$ cat config.mk
export PLATFORM = sky130hd
export DESIGN_NAME = base64_stream_encoder
export DESIGN_NICKNAME = d
export VERILOG_FILES = /design/src/sv/b64e_pkg.sv /design/src/sv/b64e_front.sv /design/src/sv/b64e_queue.sv /design/src/sv/b64e_back.sv /design/src/sv/base64_stream_encoder.sv
export SDC_FILE = /design/constraint.sdc
export NUM_CORES = 1
export LEC_CHECK = 0
export BUFFER_PORTS_ARGS = -buffer_cell sky130_fd_sc_hd__buf_2
export CORE_MARGIN = 2
export CORE_UTILIZATION = 46
export DETAILED_ROUTE_END_ITERATION = 16
export PLACE_DENSITY_LB_ADDON = 0.3
export SETUP_SLACK_MARGIN = 0.05
export SLEW_MARGIN = 20
export SYNTH_ARGS = -nofsm -noshare
export SYNTH_HDL_FRONTEND = slang
export SYNTH_HIERARCHICAL = 1
export SYNTH_SLANG_ARGS = --single-unit
$ cat constraint.sdc
create_clock -name clk -period 4.4 [get_ports clk]
set_input_delay 0 -clock clk [delete_from_list [all_inputs] [get_ports clk]]
set_output_delay 0 -clock clk [all_outputs]
set_load 0.02 [all_outputs]
$ cat src/sv/b64e_pkg.sv
// types, constants and the character map of the base64 stream encoder
package b64e_pkg;

	localparam int unsigned B64E_GRP_DEPTH = 2;

	localparam logic [7:0] CH_UPPER_A = 8'h41;
	localparam logic [7:0] CH_UPPER_Z = 8'h5A;
	localparam logic [7:0] CH_LOWER_A = 8'h61;
	localparam logic [7:0] CH_LOWER_Z = 8'h7A;
	localparam logic [7:0] CH_DIGIT_0 = 8'h30;
	localparam logic [7:0] CH_DIGIT_9 = 8'h39;
	localparam logic [7:0] CH_PLUS    = 8'h2B;
	localparam logic [7:0] CH_SLASH   = 8'h2F;
	localparam logic [7:0] CH_PAD     = 8'h3D;

	// bytes carried by a group
	localparam logic [1:0] HELD_ONE   = 2'd1;
	localparam logic [1:0] HELD_TWO   = 2'd2;
	localparam logic [1:0] HELD_THREE = 2'd3;

	typedef struct packed {
		logic [7:0] b0;
		logic [7:0] b1;
		logic [7:0] b2;
		logic [1:0] held;
		logic       eom;
	} grp_t;

	typedef struct packed {
		logic full;
		logic empty;
	} grp_stat_t;

	function automatic logic [7:0] b64_symbol(input logic [5:0] idx);
		logic [7:0] ext;
		ext = {2'b00, idx};
		if (idx <= 6'd25) begin
			b64_symbol = ext + 8'd65;
		end else if (idx <= 6'd51) begin
			b64_symbol = ext + 8'd71;
		end else if (idx <= 6'd61) begin
			b64_symbol = ext - 8'd4;
		end else if (idx == 6'd62) begin
			b64_symbol = CH_PLUS;
		end else begin
			b64_symbol = CH_SLASH;
		end
	endfunction

endpackage

$ cat src/sv/b64e_front.sv
// front end: gathers bytes and closes groups of up to three bytes
module b64e_front import b64e_pkg::*; (
	input  logic       clk,
	input  logic       arst_n,
	input  logic       push,
	output logic       full,
	input  logic [7:0] data_byte,
	input  logic       end_of_message,
	input  grp_stat_t  grp_stat,
	output logic       grp_push,
	output grp_t       grp_wdata
);

	localparam logic [1:0] PHASE_EMPTY = 2'd0;
	localparam logic [1:0] PHASE_ONE   = 2'd1;
	localparam logic [1:0] PHASE_TWO   = 2'd2;
	localparam logic [1:0] PHASE_BAD   = 2'd3;

	logic [7:0] pend0_q;
	logic [7:0] pend1_q;
	logic [1:0] phase_q;
	logic [1:0] phase_eff;
	logic       accept;
	logic       closes;

	assign phase_eff = (phase_q == PHASE_BAD) ? PHASE_EMPTY : phase_q;
	assign full      = grp_stat.full;
	assign accept    = push && !full;
	assign closes    = end_of_message || (phase_eff == PHASE_TWO);
	assign grp_push  = accept && closes;

	// missing bytes of a partial group count as zero
	always_comb begin
		grp_wdata.eom = end_of_message;
		case (phase_eff)
			PHASE_EMPTY: begin
				grp_wdata.b0   = data_byte;
				grp_wdata.b1   = 8'd0;
				grp_wdata.b2   = 8'd0;
				grp_wdata.held = HELD_ONE;
			end
			PHASE_ONE: begin
				grp_wdata.b0   = pend0_q;
				grp_wdata.b1   = data_byte;
				grp_wdata.b2   = 8'd0;
				grp_wdata.held = HELD_TWO;
			end
			default: begin
				grp_wdata.b0   = pend0_q;
				grp_wdata.b1   = pend1_q;
				grp_wdata.b2   = data_byte;
				grp_wdata.held = HELD_THREE;
			end
		endcase
	end

	always_ff @(posedge clk or negedge arst_n) begin
		if (!arst_n) begin
			phase_q <= PHASE_EMPTY;
		end else if (accept) begin
			if (closes) begin
				phase_q <= PHASE_EMPTY;
			end else begin
				phase_q <= phase_eff + PHASE_ONE;
			end
		end
	end

	always_ff @(posedge clk) begin
		if (accept && !closes) begin
			if (phase_eff == PHASE_EMPTY) begin
				pend0_q <= data_byte;
			end else begin
				pend1_q <= data_byte;
			end
		end
	end

endmodule

$ cat src/sv/b64e_queue.sv
// short group queue between the front and back ends
module b64e_queue import b64e_pkg::*; #(
	parameter int unsigned DEPTH = B64E_GRP_DEPTH
) (
	input  logic      clk,
	input  logic      arst_n,
	input  logic      push,
	input  grp_t      wdata,
	input  logic      pop,
	output grp_t      rdata,
	output grp_stat_t stat
);

	localparam int unsigned PTR_W = (DEPTH > 1) ? $clog2(DEPTH) : 1;
	localparam int unsigned CNT_W = $clog2(DEPTH + 1);
	localparam logic [PTR_W-1:0] PTR_LAST = PTR_W'(DEPTH - 1);
	localparam logic [CNT_W-1:0] CNT_FULL = CNT_W'(DEPTH);

	grp_t             slot_q [DEPTH];
	logic [PTR_W-1:0] wr_ptr_q;
	logic [PTR_W-1:0] rd_ptr_q;
	logic [CNT_W-1:0] count_q;
	logic             do_push;
	logic             do_pop;

	assign stat.full  = (count_q == CNT_FULL);
	assign stat.empty = (count_q == '0);
	assign do_push    = push && !stat.full;
	assign do_pop     = pop && !stat.empty;
	assign rdata      = slot_q[rd_ptr_q];

	always_ff @(posedge clk or negedge arst_n) begin
		if (!arst_n) begin
			wr_ptr_q <= '0;
			rd_ptr_q <= '0;
			count_q  <= '0;
		end else begin
			if (do_push) begin
				wr_ptr_q <= (wr_ptr_q == PTR_LAST) ? '0 : wr_ptr_q + 1'b1;
			end
			if (do_pop) begin
				rd_ptr_q <= (rd_ptr_q == PTR_LAST) ? '0 : rd_ptr_q + 1'b1;
			end
			if (do_push && !do_pop) begin
				count_q <= count_q + 1'b1;
			end else if (do_pop && !do_push) begin
				count_q <= count_q - 1'b1;
			end
		end
	end

	always_ff @(posedge clk) begin
		if (do_push) begin
			slot_q[wr_ptr_q] <= wdata;
		end
	end

endmodule

$ cat src/sv/b64e_back.sv
// back end: turns one group into four characters, one per cycle while the output is taken
module b64e_back import b64e_pkg::*; (
	input  logic       clk,
	input  logic       arst_n,
	input  grp_stat_t  grp_stat,
	input  grp_t       grp_rdata,
	output logic       grp_pop,
	output logic       empty,
	input  logic       pop,
	output logic [7:0] encoded_char,
	output logic       final_char
);

	localparam logic [1:0] SLOT_LAST = 2'd3;

	grp_t       grp_q;
	logic       busy_q;
	logic [1:0] slot_q;
	logic       out_valid_q;
	logic [7:0] char_q;
	logic       fin_q;
	logic       out_ready;
	logic       emit;
	logic [5:0] sextet;
	logic       pad;
	logic [7:0] next_char;

	assign out_ready = !out_valid_q || pop;
	assign emit      = busy_q && out_ready;
	// next group is taken as the last character of the current one leaves
	assign grp_pop   = !grp_stat.empty && (!busy_q || (emit && slot_q == SLOT_LAST));

	always_comb begin
		pad = 1'b0;
		case (slot_q)
			2'd0: sextet = grp_q.b0[7:2];
			2'd1: sextet = {grp_q.b0[1:0], grp_q.b1[7:4]};
			2'd2: begin
				sextet = {grp_q.b1[3:0], grp_q.b2[7:6]};
				pad    = (grp_q.held == HELD_ONE);
			end
			default: begin
				sextet = grp_q.b2[5:0];
				pad    = (grp_q.held != HELD_THREE);
			end
		endcase
		next_char = pad ? CH_PAD : b64_symbol(sextet);
	end

	always_ff @(posedge clk or negedge arst_n) begin
		if (!arst_n) begin
			busy_q      <= 1'b0;
			slot_q      <= 2'd0;
			out_valid_q <= 1'b0;
		end else begin
			if (grp_pop) begin
				busy_q <= 1'b1;
			end else if (emit && slot_q == SLOT_LAST) begin
				busy_q <= 1'b0;
			end
			if (emit) begin
				slot_q      <= slot_q + 2'd1;
				out_valid_q <= 1'b1;
			end else if (pop) begin
				out_valid_q <= 1'b0;
			end
		end
	end

	always_ff @(posedge clk) begin
		if (grp_pop) begin
			grp_q <= grp_rdata;
		end
		if (emit) begin
			char_q <= next_char;
			fin_q  <= grp_q.eom && (slot_q == SLOT_LAST);
		end
	end

	assign empty        = !out_valid_q;
	assign encoded_char = char_q;
	assign final_char   = fin_q;

endmodule

$ cat src/sv/base64_stream_encoder.sv
// top level of the base64 stream encoder
// usage:
//   input queue side: drive data_byte and end_of_message with push high; the
//   byte is taken on a rising edge with push high and full low. end_of_message
//   marks the last byte of a message and closes a partial group with padding.
//   result queue side: while empty is low, encoded_char and final_char show the
//   oldest character; it is taken on a rising edge with pop high.
//   final_char is high on the last character of a message.
// path: a closed group goes into the group queue, then into the group register
//   of the back end, and its first character then into the output register.
// throughput: one character per cycle out while results are taken; the back
//   end's character sequencer turns a group of three bytes into four; bytes
//   that only fill the group are taken one per cycle while full is low.
// stall: a group queue of GRP_DEPTH entries sits between the byte gatherer and
//   the character sequencer; while pop is low the output register holds, the
//   sequencer stops, the queue fills and then full rises.
// reset: arst_n low clears the group phase, the queue and the output register;
//   empty is high and full is low right after reset.
module base64_stream_encoder import b64e_pkg::*; #(
	parameter int unsigned GRP_DEPTH = B64E_GRP_DEPTH
) (
	input  logic       clk,
	input  logic       arst_n,
	input  logic       push,
	output logic       full,
	input  logic [7:0] data_byte,
	input  logic       end_of_message,
	output logic       empty,
	input  logic       pop,
	output logic [7:0] encoded_char,
	output logic       final_char
);

	grp_stat_t grp_stat;
	grp_t      grp_wdata;
	grp_t      grp_rdata;
	logic      grp_push;
	logic      grp_pop;

	b64e_front u_front (
		.clk           (clk),
		.arst_n        (arst_n),
		.push          (push),
		.full          (full),
		.data_byte     (data_byte),
		.end_of_message(end_of_message),
		.grp_stat      (grp_stat),
		.grp_push      (grp_push),
		.grp_wdata     (grp_wdata)
	);

	b64e_queue #(
		.DEPTH(GRP_DEPTH)
	) u_queue (
		.clk   (clk),
		.arst_n(arst_n),
		.push  (grp_push),
		.wdata (grp_wdata),
		.pop   (grp_pop),
		.rdata (grp_rdata),
		.stat  (grp_stat)
	);

	b64e_back u_back (
		.clk         (clk),
		.arst_n      (arst_n),
		.grp_stat    (grp_stat),
		.grp_rdata   (grp_rdata),
		.grp_pop     (grp_pop),
		.empty       (empty),
		.pop         (pop),
		.encoded_char(encoded_char),
		.final_char  (final_char)
	);

endmodule

==> results of run 1 <==
-- kinds of logic after synthesis --
logic type,Yosys count,synth area share [%]
flip-flops,116,68.4
AND/OR/NAND/NOR,62,5.96
AO/OA/AOI/OAI,47,7.41
multiplexers,38,9.98
buffers and inverters,30,3.59
adder cells (fa/ha/maj),12,2.99
XOR/XNOR,9,1.57
other,1,0.0747
-- final cells by class --
type,count,area (um^2)
Multi-Input combinational cell,169,1410
Tap cell,140,175
Fill cell,864,4820
Sequential cell,116,3430
Timing Repair Buffer,40,275
Clock buffer,18,418
Inverter,19,73.8
Clock inverter,14,143
-- layer usage --
layer	track usage (%)	vias to the layer above	part of all wire [%]
met2	22.9	43	50
met5	0	-	0
met4	7.51	0	2.0
met1	18.9	1248	45
li1	-	1279	-
met3	4.70	12	2.8
-- worst max-delay path by stage --
stage / startpoint / end / slack (ps) / cells past startpoint
3_3_place_gp: u_back/slot_q[0] / u_back/encoded_char[2] / 1340 / 10
3_5_place_dp: u_back/slot_q[0] / u_back/encoded_char[2] / 1180 / 10
4_1_cts: u_back/slot_q[0] / u_back/encoded_char[2] / 1180 / 10
2_1_floorplan: u_back/slot_q[0] / u_queue/count_q[1] / 1320 / 8
6_report: u_back/slot_q[0] / u_back/encoded_char[2] / 1180 / 10
5_1_grt: u_back/slot_q[0] / u_back/encoded_char[2] / 1020 / 10
-- worst max-delay path, cell delays in order (launching register included) --
cell and delay [ps]:
sky130_fd_sc_hd__dfrtp_1 440, sky130_fd_sc_hd__inv_1 110, sky130_fd_sc_hd__ha_1 310, sky130_fd_sc_hd__a222oi_1 110, sky130_fd_sc_hd__mux2_2 370, sky130_fd_sc_hd__inv_1 160
sky130_fd_sc_hd__ha_1 250, sky130_fd_sc_hd__o21ai_4 90, sky130_fd_sc_hd__a311oi_4 460, sky130_fd_sc_hd__mux2_4 340, sky130_fd_sc_hd__o32a_1 320
-- registers in the layout, summed over array words and instances, names as in the netlist, 2 cells and up --
name,flops
u_back/grp_q,27
u_front/pend0_q,8
u_front/pend1_q,8
u_back/slot_q,2
u_queue/slot_q,54
u_queue/count_q,2
u_front/phase_q,2
u_back/encoded_char,8
-- report_power, final --
part	total (mW)	internal, mW	switching, mW
Sequential	1.73	1.63	0.0996
Clock	1.28	0.845	0.436
Combinational	1.60	0.688	0.915
-- placed cells by master (no fill, tap or decap), drive strengths merged, types with 2 or more instances in the layout --
master,netlist,routed
clkinv,0,11
a21oi,6,6
or2,2,2
nor3,4,4
and2,11,11
mux2i,5,5
xor2,2,2
nand2b,3,3
dlygate4sd3,0,13
bufinv,0,3
nand2,25,25
buf,9,27
mux2,33,33
o21a,3,3
o21ai,13,13
xnor2,7,7
and3,2,2
a22o,10,10
nor2b,5,5
dfrtp,10,10
inv,19,19
a222oi,6,6
ha,12,12
nor2,8,8
edfxtp,106,106
clkbuf,2,18
==> results.md, run 1 <==
* Outcome: completed
* Count of antenna diodes in the layout at 0
* Leading cell types by total area after synthesis: sky130_fd_sc_hd__edfxtp_1 63%, sky130_fd_sc_hd__mux2_4 6.0%, sky130_fd_sc_hd__dfrtp_1 5.0%
* Via/cell ratio at 5.00
* Pin count of the biggest net entering global routing at 29
* Clock tree from TritonCTS: done
* Maximum level of the CTS H-tree at 4
* Required time of the worst setup path at 4640 ps
* Setup slack after placement at roughly 1200 ps
* Peak VDD IR at approximately 0.33 mV
* Achievable clock frequency at 311 MHz
* Root Buffer: sky130_fd_sc_hd__clkbuf_8
* Worst min-delay path endpoint: u_front/pend0_q[2]
* Slew margin rel. at 52.1%
* Share of the synthesized area in the top cell type at approximately 63%
* Critical R2R Capture: u_back/encoded_char[2]
* Post-detailed-route DRC marker count at 0
* Yosys warns at 6
* Worst clock skew at 5.11 ps
* Number of nets in the layout at 388
* Unrepaired setup endpoints after global routing: no
* Via count of the first global-routing pass at 2,570
* All-layer global routing usage at 14.9%
* Core outline area at 10,700 um^2
* Cells after Synth at 315
* Slack of the critical path at 1180 ps
* Netlist cell types at 44
* CTS clk-pin slew, worst paths at 50 ps
* Cell with the most instances after synthesis: sky130_fd_sc_hd__edfxtp_1
* Count of antenna-violating nets left after detailed routing at 0
* Post-place instance area at 5240 um^2
* Syn Nets at 340
* Post-synthesis cell area at 5020 um^2
* Instance count along the most critical hold path at 2
* Die Span Y at 108 um
* Global-route wire length before repair at 12,900 um
* Placed wire-length estimate at 5260 um
* Area enclosed by the die boundary at 11,800 um^2
* Buffers on Ports at 23
* Beginning of the worst register-to-register path: u_back/slot_q[0]
* Final-report setup violation count at 0
* Core occupancy in the finished layout at a little under three fifths
* Hold Crit Class: in -> reg
* Final-report max-slew violation count at 0
* Post-synthesis sequential area ratio at 68.4%
* Cts hold-fix bufs at 13
* Global route overflow at 0
* Maximum clock path buffer count at 2
* Post-DR wirelength/cell at 15.4 um
* Initial Util at 46.7%
* Final design area excluding fillers at approximately 6000 um^2
* Pwr per Cell Area at 778 nW/um^2
* Width of the die at 108 um
* Element type at the critical path end: flip-flop
* Top cell type by total area after synthesis: sky130_fd_sc_hd__edfxtp_1
* Startpoint Class: flip-flop
* Detailed router's first-iteration violation count at 180
* Post-synth EDFFs at 106
* Slack of the worst reg-to-reg path at approximately 1200 ps
* Worst Tran Pin Value at 718 ps
* Cell leakage power at between 2 and 2.5 nW
* Number of post-CTS setup repair buffers at 0
* Post-synthesis average cell area at roughly 16 um^2
* Clock insertion delay at the later pin of the skew report at 500 ps
* Final critical-path share of the clock period at 73.2%
* Commonest cells in the netlist: 106 x sky130_fd_sc_hd__edfxtp_1, 25 x sky130_fd_sc_hd__nand2_1, 20 x sky130_fd_sc_hd__mux2_4
* Final standard cell count with taps included and fillers excluded at between 500 and 600
* Routed Wire Length at 7930 um
* Final hold slack at 265 ps
* Classification of the worst setup path: reg -> reg
* Top_reg_cell synth: sky130_fd_sc_hd__edfxtp_1
* R2r worst-path depth at 10
* Flip-flop and latch count after synthesis at roughly 120
* Final number of hold-violating endpoints at 0
* Share of synthesized flip-flops with an asynchronous set or reset at 8.62%
* Top Ports at 24
* Vias post-DR at 2,582
* Number of placed instances with taps included at approximately 470
* Initial antenna violation count at 0
* Area growth, synth to finish at 18.2%
* CTS Sinks at 116
* Overall power after layout at 4.61 mW
* Maximum fanout along the worst path at 8
* Standard-cell rows at 38
* MaxCap Viol Count at 0
* Min-delay src: data_byte[2]
* Signal arrival time at the worst endpoint at about 3500 ps
* Gates resized, CTS repair at 0
* TNS Setup at 0 ps
* Min Tclk post-route at 3220 ps
* Count of TritonRoute iterations in the first routing pass at 5
* Final RePlAce weighted congestion at between 0.8 and 0.9
* Share of final-layout standard cells stronger than drive strength 1 at 25.0%
* TritonCTS Buffers at 17
No activity file was read; power rests on OpenSTA's default activity.
==> run 2: changes to the inputs <==
clock period = 2.8 ns   (was 4.4 ns; I/O delays follow)
==> run 2 against run 1 <==
Net effect: register-to-register slack lost 1100 ps; sequential share of layout area shrank 1.5 points; sequential power grew 57%; non-clock buffer count grew 12; worst setup slack lost 1100 ps; combinational power grew 82%; hold slack lost 1.8 ps; global-route usage grew 0.53 points; wire length grew 4.0%; via count grew 3.3%.
==> results.md, run 2 (synthesis results as in run 1) <==
* Unrepaired setup endpoints after global routing: yes
* Worst clock skew at 6.04 ps
* Clock tree from TritonCTS: done
* CTS clk-pin slew, worst paths at about 50 ps
* Outcome: completed
* Area enclosed by the die boundary at around 12,000 um^2
* Leading cell type in the layout, fill and taps excluded: sky130_fd_sc_hd__edfxtp_1
* Initial antenna violation count at 0
* Core outline area at 10,700 um^2
* MaxCap Viol Count at 0
* Element type at the critical path end: flip-flop
* Final critical-path share of the clock period at 97.9%
* Via count of the first global-routing pass at 2,651
* Top library cells by usage in the layout, fill and taps aside: 106 x sky130_fd_sc_hd__edfxtp_1, 25 x sky130_fd_sc_hd__nand2_1, 23 x sky130_fd_sc_hd__buf_2
* CTS Sinks at 116
* Count of antenna diodes in the layout at 0
* Standard-cell rows at 38
* Post-detailed-route DRC marker count at 0
* Routed Wire Length at 8240 um
* Maximum fanout along the worst path at 6
* Buffers on Ports at 23
* Buf+Inv Stages, Crit Path at 1
* Leading registers by flop count: u_queue/slot_q: 54 flops, u_back/grp_q: 27 flops
* Cell count along the critical path at 8
* TritonCTS Buffers at 17
* Hold Crit Class: in -> reg
* Number of nets in the layout at around 400
* Number of placed instances with taps included at 474
* Top Ports at 24
* Detailed router's first-iteration violation count at ~180
* Area growth, synth to finish at 21.4%
* R2r worst-path depth at 8
* Achievable clock frequency at 365 MHz
* Startpoint Class: flip-flop
* Post-place instance area at 5280 um^2
* Final standard cell count with taps included and fillers excluded at 525
* Cell leakage power at 2.30 nW
* Maximum level of the CTS H-tree at 4
* CP peak stage delay at roughly 480 ps
* Required time of the worst setup path at about 3000 ps
* Initial Util at 46.7%
* Final number of hold-violating endpoints at 0
* Crit-path cells: ha_4 > a222oi_1 > mux2i_4 > inv_4 > o21ai_4 > a311oi_4 > mux2_4 > o32a_1
* Instance count along the most critical hold path at 2
* Global-route wire length before repair at between 10,000 and 15,000 um
* Final design area excluding fillers at 6090 um^2
* All-layer global routing usage at 15.4%
* Clock insertion delay at the later pin of the skew report at roughly 500 ps
* TNS Setup at 0 ps
* Vias post-DR at 2,667
* Min Tclk post-route at 2740 ps
* Peak VDD IR at 0.590 mV
* Final-report setup violation count at 0
* Post-DR wirelength/cell at 15.7 um
* Flip-flop count of the largest register, all copies and words added at 54
* Final RePlAce weighted congestion at 0.870
* Die Span Y at 108 um
* Signal arrival time at the worst endpoint at 2990 ps
* Cell family with the largest share of critical-path delay: compound AO/OA/AOI/OAI gates
* Pin count of the biggest net entering global routing at 29
* Count of TritonRoute iterations in the first routing pass at 4
* Worst Tran Pin Value at 629 ps
* Pwr per Cell Area at ~1200 nW/um^2
* Slew margin rel. at 58.0%
* Overall power after layout at about 7.6 mW
* Share of final-layout standard cells stronger than drive strength 1 at between 20 and 30%
* Register ranked first by flip-flop count: u_queue/slot_q
* Count of antenna-violating nets left after detailed routing at 0
* Final-report max-slew violation count at 0
* Maximum clock path buffer count at 2
* Placed wire-length estimate at 5420 um
* Via/cell ratio at between 5 and 6
* Root Buffer: sky130_fd_sc_hd__clkbuf_8
* Width of the die at 108 um
* Classification of the worst setup path: reg -> reg
* Critical path's slowest cell: sky130_fd_sc_hd__a222oi_1
* Global route overflow at 0
## run 2: path summary, 6_finish.rpt
| path | start | to | slack [ps] |
|---|---|---|---|
| worst max register to register | u_back/slot_q[0] | u_back/encoded_char[2] | 60 |
| worst max-delay path | u_back/slot_q[0] | u_back/encoded_char[2] | 60 |
| worst min register to register | u_queue/wr_ptr_q | u_queue/wr_ptr_q | 520 |
| min in group asynchronous | arst_n | u_back/slot_q[1] | 560 |
| worst min-delay path | data_byte[6] | u_front/pend0_q[6] | 260 |
| max in group asynchronous | arst_n | u_back/slot_q[0] | 1850 |
## run 2: through the flow
stage | setup WS, ps | utilization, % | hold slack, ps
after floorplan | 92.8 | - | -296
after global placement | 149 | 49.2 | -119
after detailed placement | 12.2 | 49.2 | -110
after CTS | 59.9 | 55.6 | 236
after global routing | -5.35 | 56.7 | 258
final | 59.2 | 56.7 | 264
## run 2: report_power, final
part / internal (mW) / switching, mW
logic: 1.32 / 1.59
registers: 2.56 / 0.155
clock network: 1.32 / 0.659
## run 2: repair_timing
action	CTS	global route
gates cloned	0	1
hold buffers	13	0
pin swaps	0	3
resized for setup	2	15
hold endpoints to repair	81	0
setup buffers	3	6
endpoints found under the setup margin	4	5
## run 2: layout make-up
class,instances,area [um^2]
clock buffer,20,425
clock inverter,8,113
fill,848,4650
inverter,19,81.3
multi-input combinational,169,1480
sequential,116,3430
tap,140,175
timing repair buffer,52,373
timing repair inverter,1,7.51
## run 2: metal layers
layer | track usage [%] | vias to the layer above | routed length (um)
met2 | 25.8 | 60 | 4240
met1 | 18.1 | 1298 | 3490
met5 | 0 | - | 0
met4 | 6.23 | 0 | 145
met3 | 5.49 | 12 | 362
li1 | - | 1297 | -
==> run 3: changes to the inputs <==
CELL_PAD_IN_SITES_DETAIL_PLACEMENT = 2   (was not set)
CELL_PAD_IN_SITES_GLOBAL_PLACEMENT = 2   (was not set)
CORE_UTILIZATION = 41   (was 46)
==> run 3 against run 2 <==
Net effect: the run now ends with negative setup slack left; clock skew is 2.2 ps higher; largest power group unchanged; combinational power rose by 5%; fmax is 6.2% lower; first-iteration DRC count is 35% lower; final cell count rose by 2.1%.
==> results.md, run 3 (synthesis results as in run 1) <==
* Outcome: finished with violations
* Violated checks: negative setup slack
* Root Buffer: sky130_fd_sc_hd__clkbuf_16
* Routed Wire Length at 11,200 um
* Maximum fanout along the worst path at 6
* Top library cells by usage in the layout, fill and taps aside: 106 x sky130_fd_sc_hd__edfxtp_1, 25 x sky130_fd_sc_hd__nand2_1, 23 x sky130_fd_sc_hd__buf_2
* Overall power after layout at 7.63 mW
* Post-place instance area at 5300 um^2
* Area growth, synth to finish at 20.5%
* Clock insertion delay at the later pin of the skew report at 410 ps
* Unrepaired setup endpoints after global routing: yes
* Flip-flop count of the largest register, all copies and words added at 54
* Width of the die at roughly 110 um
* TritonCTS Buffers at 17
* Critical path's slowest cell: sky130_fd_sc_hd__a222oi_1
* TNS Setup at -168 ps
* Count of antenna-violating nets left after detailed routing at 0
* Setup slack after placement at -4.73 ps
* Register ranked first by flip-flop count: u_queue/slot_q
* CTS clk-pin slew, worst paths at around 50 ps
* Required time of the worst setup path at 2960 ps
* Via count of the first global-routing pass at 3,032
* Post-DR wirelength/cell at 20.9 um
* Element type at the critical path end: flip-flop
* Share of final-layout standard cells stronger than drive strength 1 at between 30% and 40%
* Detailed router's first-iteration violation count at ~120
* Top Ports at 24
* Initial Util at 41.9%
* Cell leakage power at 2.28 nW
* Final hold slack at 116 ps
* Slack of the critical path at -121 ps
* CP peak stage delay at 600 ps
* Min Tclk post-route at 2920 ps
* Leading cell type in the layout, fill and taps excluded: sky130_fd_sc_hd__edfxtp_1
* Global-route wire length before repair at around 17,000 um
* Maximum clock path buffer count at 2
* Pwr per Cell Area at ~1300 nW/um^2
* Area enclosed by the die boundary at between 10,000 and 15,000 um^2
* Global route overflow at 0
* Final number of hold-violating endpoints at 0
* Slew margin rel. at 56.8%
* Buffers on Ports at 23
* Final RePlAce weighted congestion at 0.823
* Pin count of the biggest net entering global routing at 29
* Initial antenna violation count at 0
* Signal arrival time at the worst endpoint at 3080 ps
* Worst clock skew at approximately 8.3 ps
* Achievable clock frequency at around 340 MHz
* MaxCap Viol Count at 0
* Vias post-DR at between 2,000 and 3,000
* Clock tree from TritonCTS: done
* Final critical-path share of the clock period at 104%
* CTS Sinks at roughly 120
* Standard-cell rows at 40
* Crit-path cells: inv_2 > ha_4 > a222oi_1 > mux2i_4 > inv_4 > o21ai_4 > a311oi_4 > mux2_4 > o32a_1
* Startpoint Class: flip-flop
* Hold Crit Class: in -> reg
* Classification of the worst setup path: reg -> reg
* Leading registers by flop count: u_queue/slot_q: 54 flops, u_back/grp_q: 27 flops
* Core outline area at 12,000 um^2
* Peak VDD IR at 0.505 mV
* All-layer global routing usage at 18.0%
* Final-report setup violation count at 3
* Maximum level of the CTS H-tree at 4
* Final-layout fill cell count at ~1,100
* Worst Tran Pin Value at 648 ps
* Count of antenna diodes in the layout at 0
* Final design area excluding fillers at about 6000 um^2
* Final-report max-slew violation count at 0
* Via/cell ratio at 5.17
* Die Span Y at 115 um
* Placed wire-length estimate at 7440 um
* Count of TritonRoute iterations in the first routing pass at 4
* Post-detailed-route DRC marker count at 0
* Number of nets in the layout at 401
-- run 3: critical path, delay by kind of cell, from the launching register on --
| kind | cells | cell delay, ps |
|---|---|---|
| AO/OA/AOI/OAI | 4 | 1250 |
| adder cells (fa/ha/maj) | 1 | 190 |
| buffers and inverters | 2 | 250 |
| flip-flops | 1 | 440 |
| multiplexers | 2 | 550 |
-- run 3: cell type report --
cell class	instances	area [um^2]	share of cell area (%)
flip-flops and latches	116	3440	56.8
multi-input cells	169	1480	24.4
clock buffers	24	462	7.64
repair buffers	53	370	6.13
well taps	147	184	3.04
inverters	19	78.8	1.30
clock inverters	8	37.5	0.621
-- run 3: per-layer routing --
layer  up-vias  global-route usage [%]  part of all wire (%)
li1       1299                       -                     -
met1      1403                    21.7                    44
met2        52                    29.9                    51
met3        17                    5.51                   2.8
met4         0                    8.05                   2.3
met5         -                       0                     0
-- run 3: repair_timing --
action / 4_1_cts / 5_1_grt
endpoints found under the hold margin: 46 / 0
pin swaps: 0 / 2
gates cloned: 0 / 0
setup buffers: 1 / 9
gates resized for setup: 7 / 7
hold buffers: 12 / 0
setup endpoints to repair: 3 / 5
-- run 3: stage by stage --
step | cells | utilization (%)
2_1_floorplan | 315 | -
3_3_place_gp | 482 | 44.3
3_5_place_dp | 482 | 44.3
4_1_cts | 527 | 49.7
5_1_grt | 536 | 50.5
6_report | 536 | 50.5
-- run 3: worst paths after layout --
check                           slack, ps                endpoint             start  cells past startpoint
worst max-delay path                 -120  u_back/encoded_char[2]  u_back/slot_q[0]                      9
worst min-delay path                  120      u_front/phase_q[1]              push                      3
worst max register to register       -120  u_back/encoded_char[2]  u_back/slot_q[0]                      9
worst min register to register        530        u_queue/wr_ptr_q  u_queue/wr_ptr_q                      1
max in group asynchronous            1730        u_back/slot_q[1]            arst_n                      3
min in group asynchronous             660      u_front/phase_q[1]            arst_n                      3
-- run 3: power by group --
group | total (mW) | internal, mW | switching (mW)
sequential | 2.75 | 2.57 | 0.186
clock | 1.82 | 1.13 | 0.684
combinational | 3.06 | 1.33 | 1.73
total | 7.63 | 5.03 | 2.60
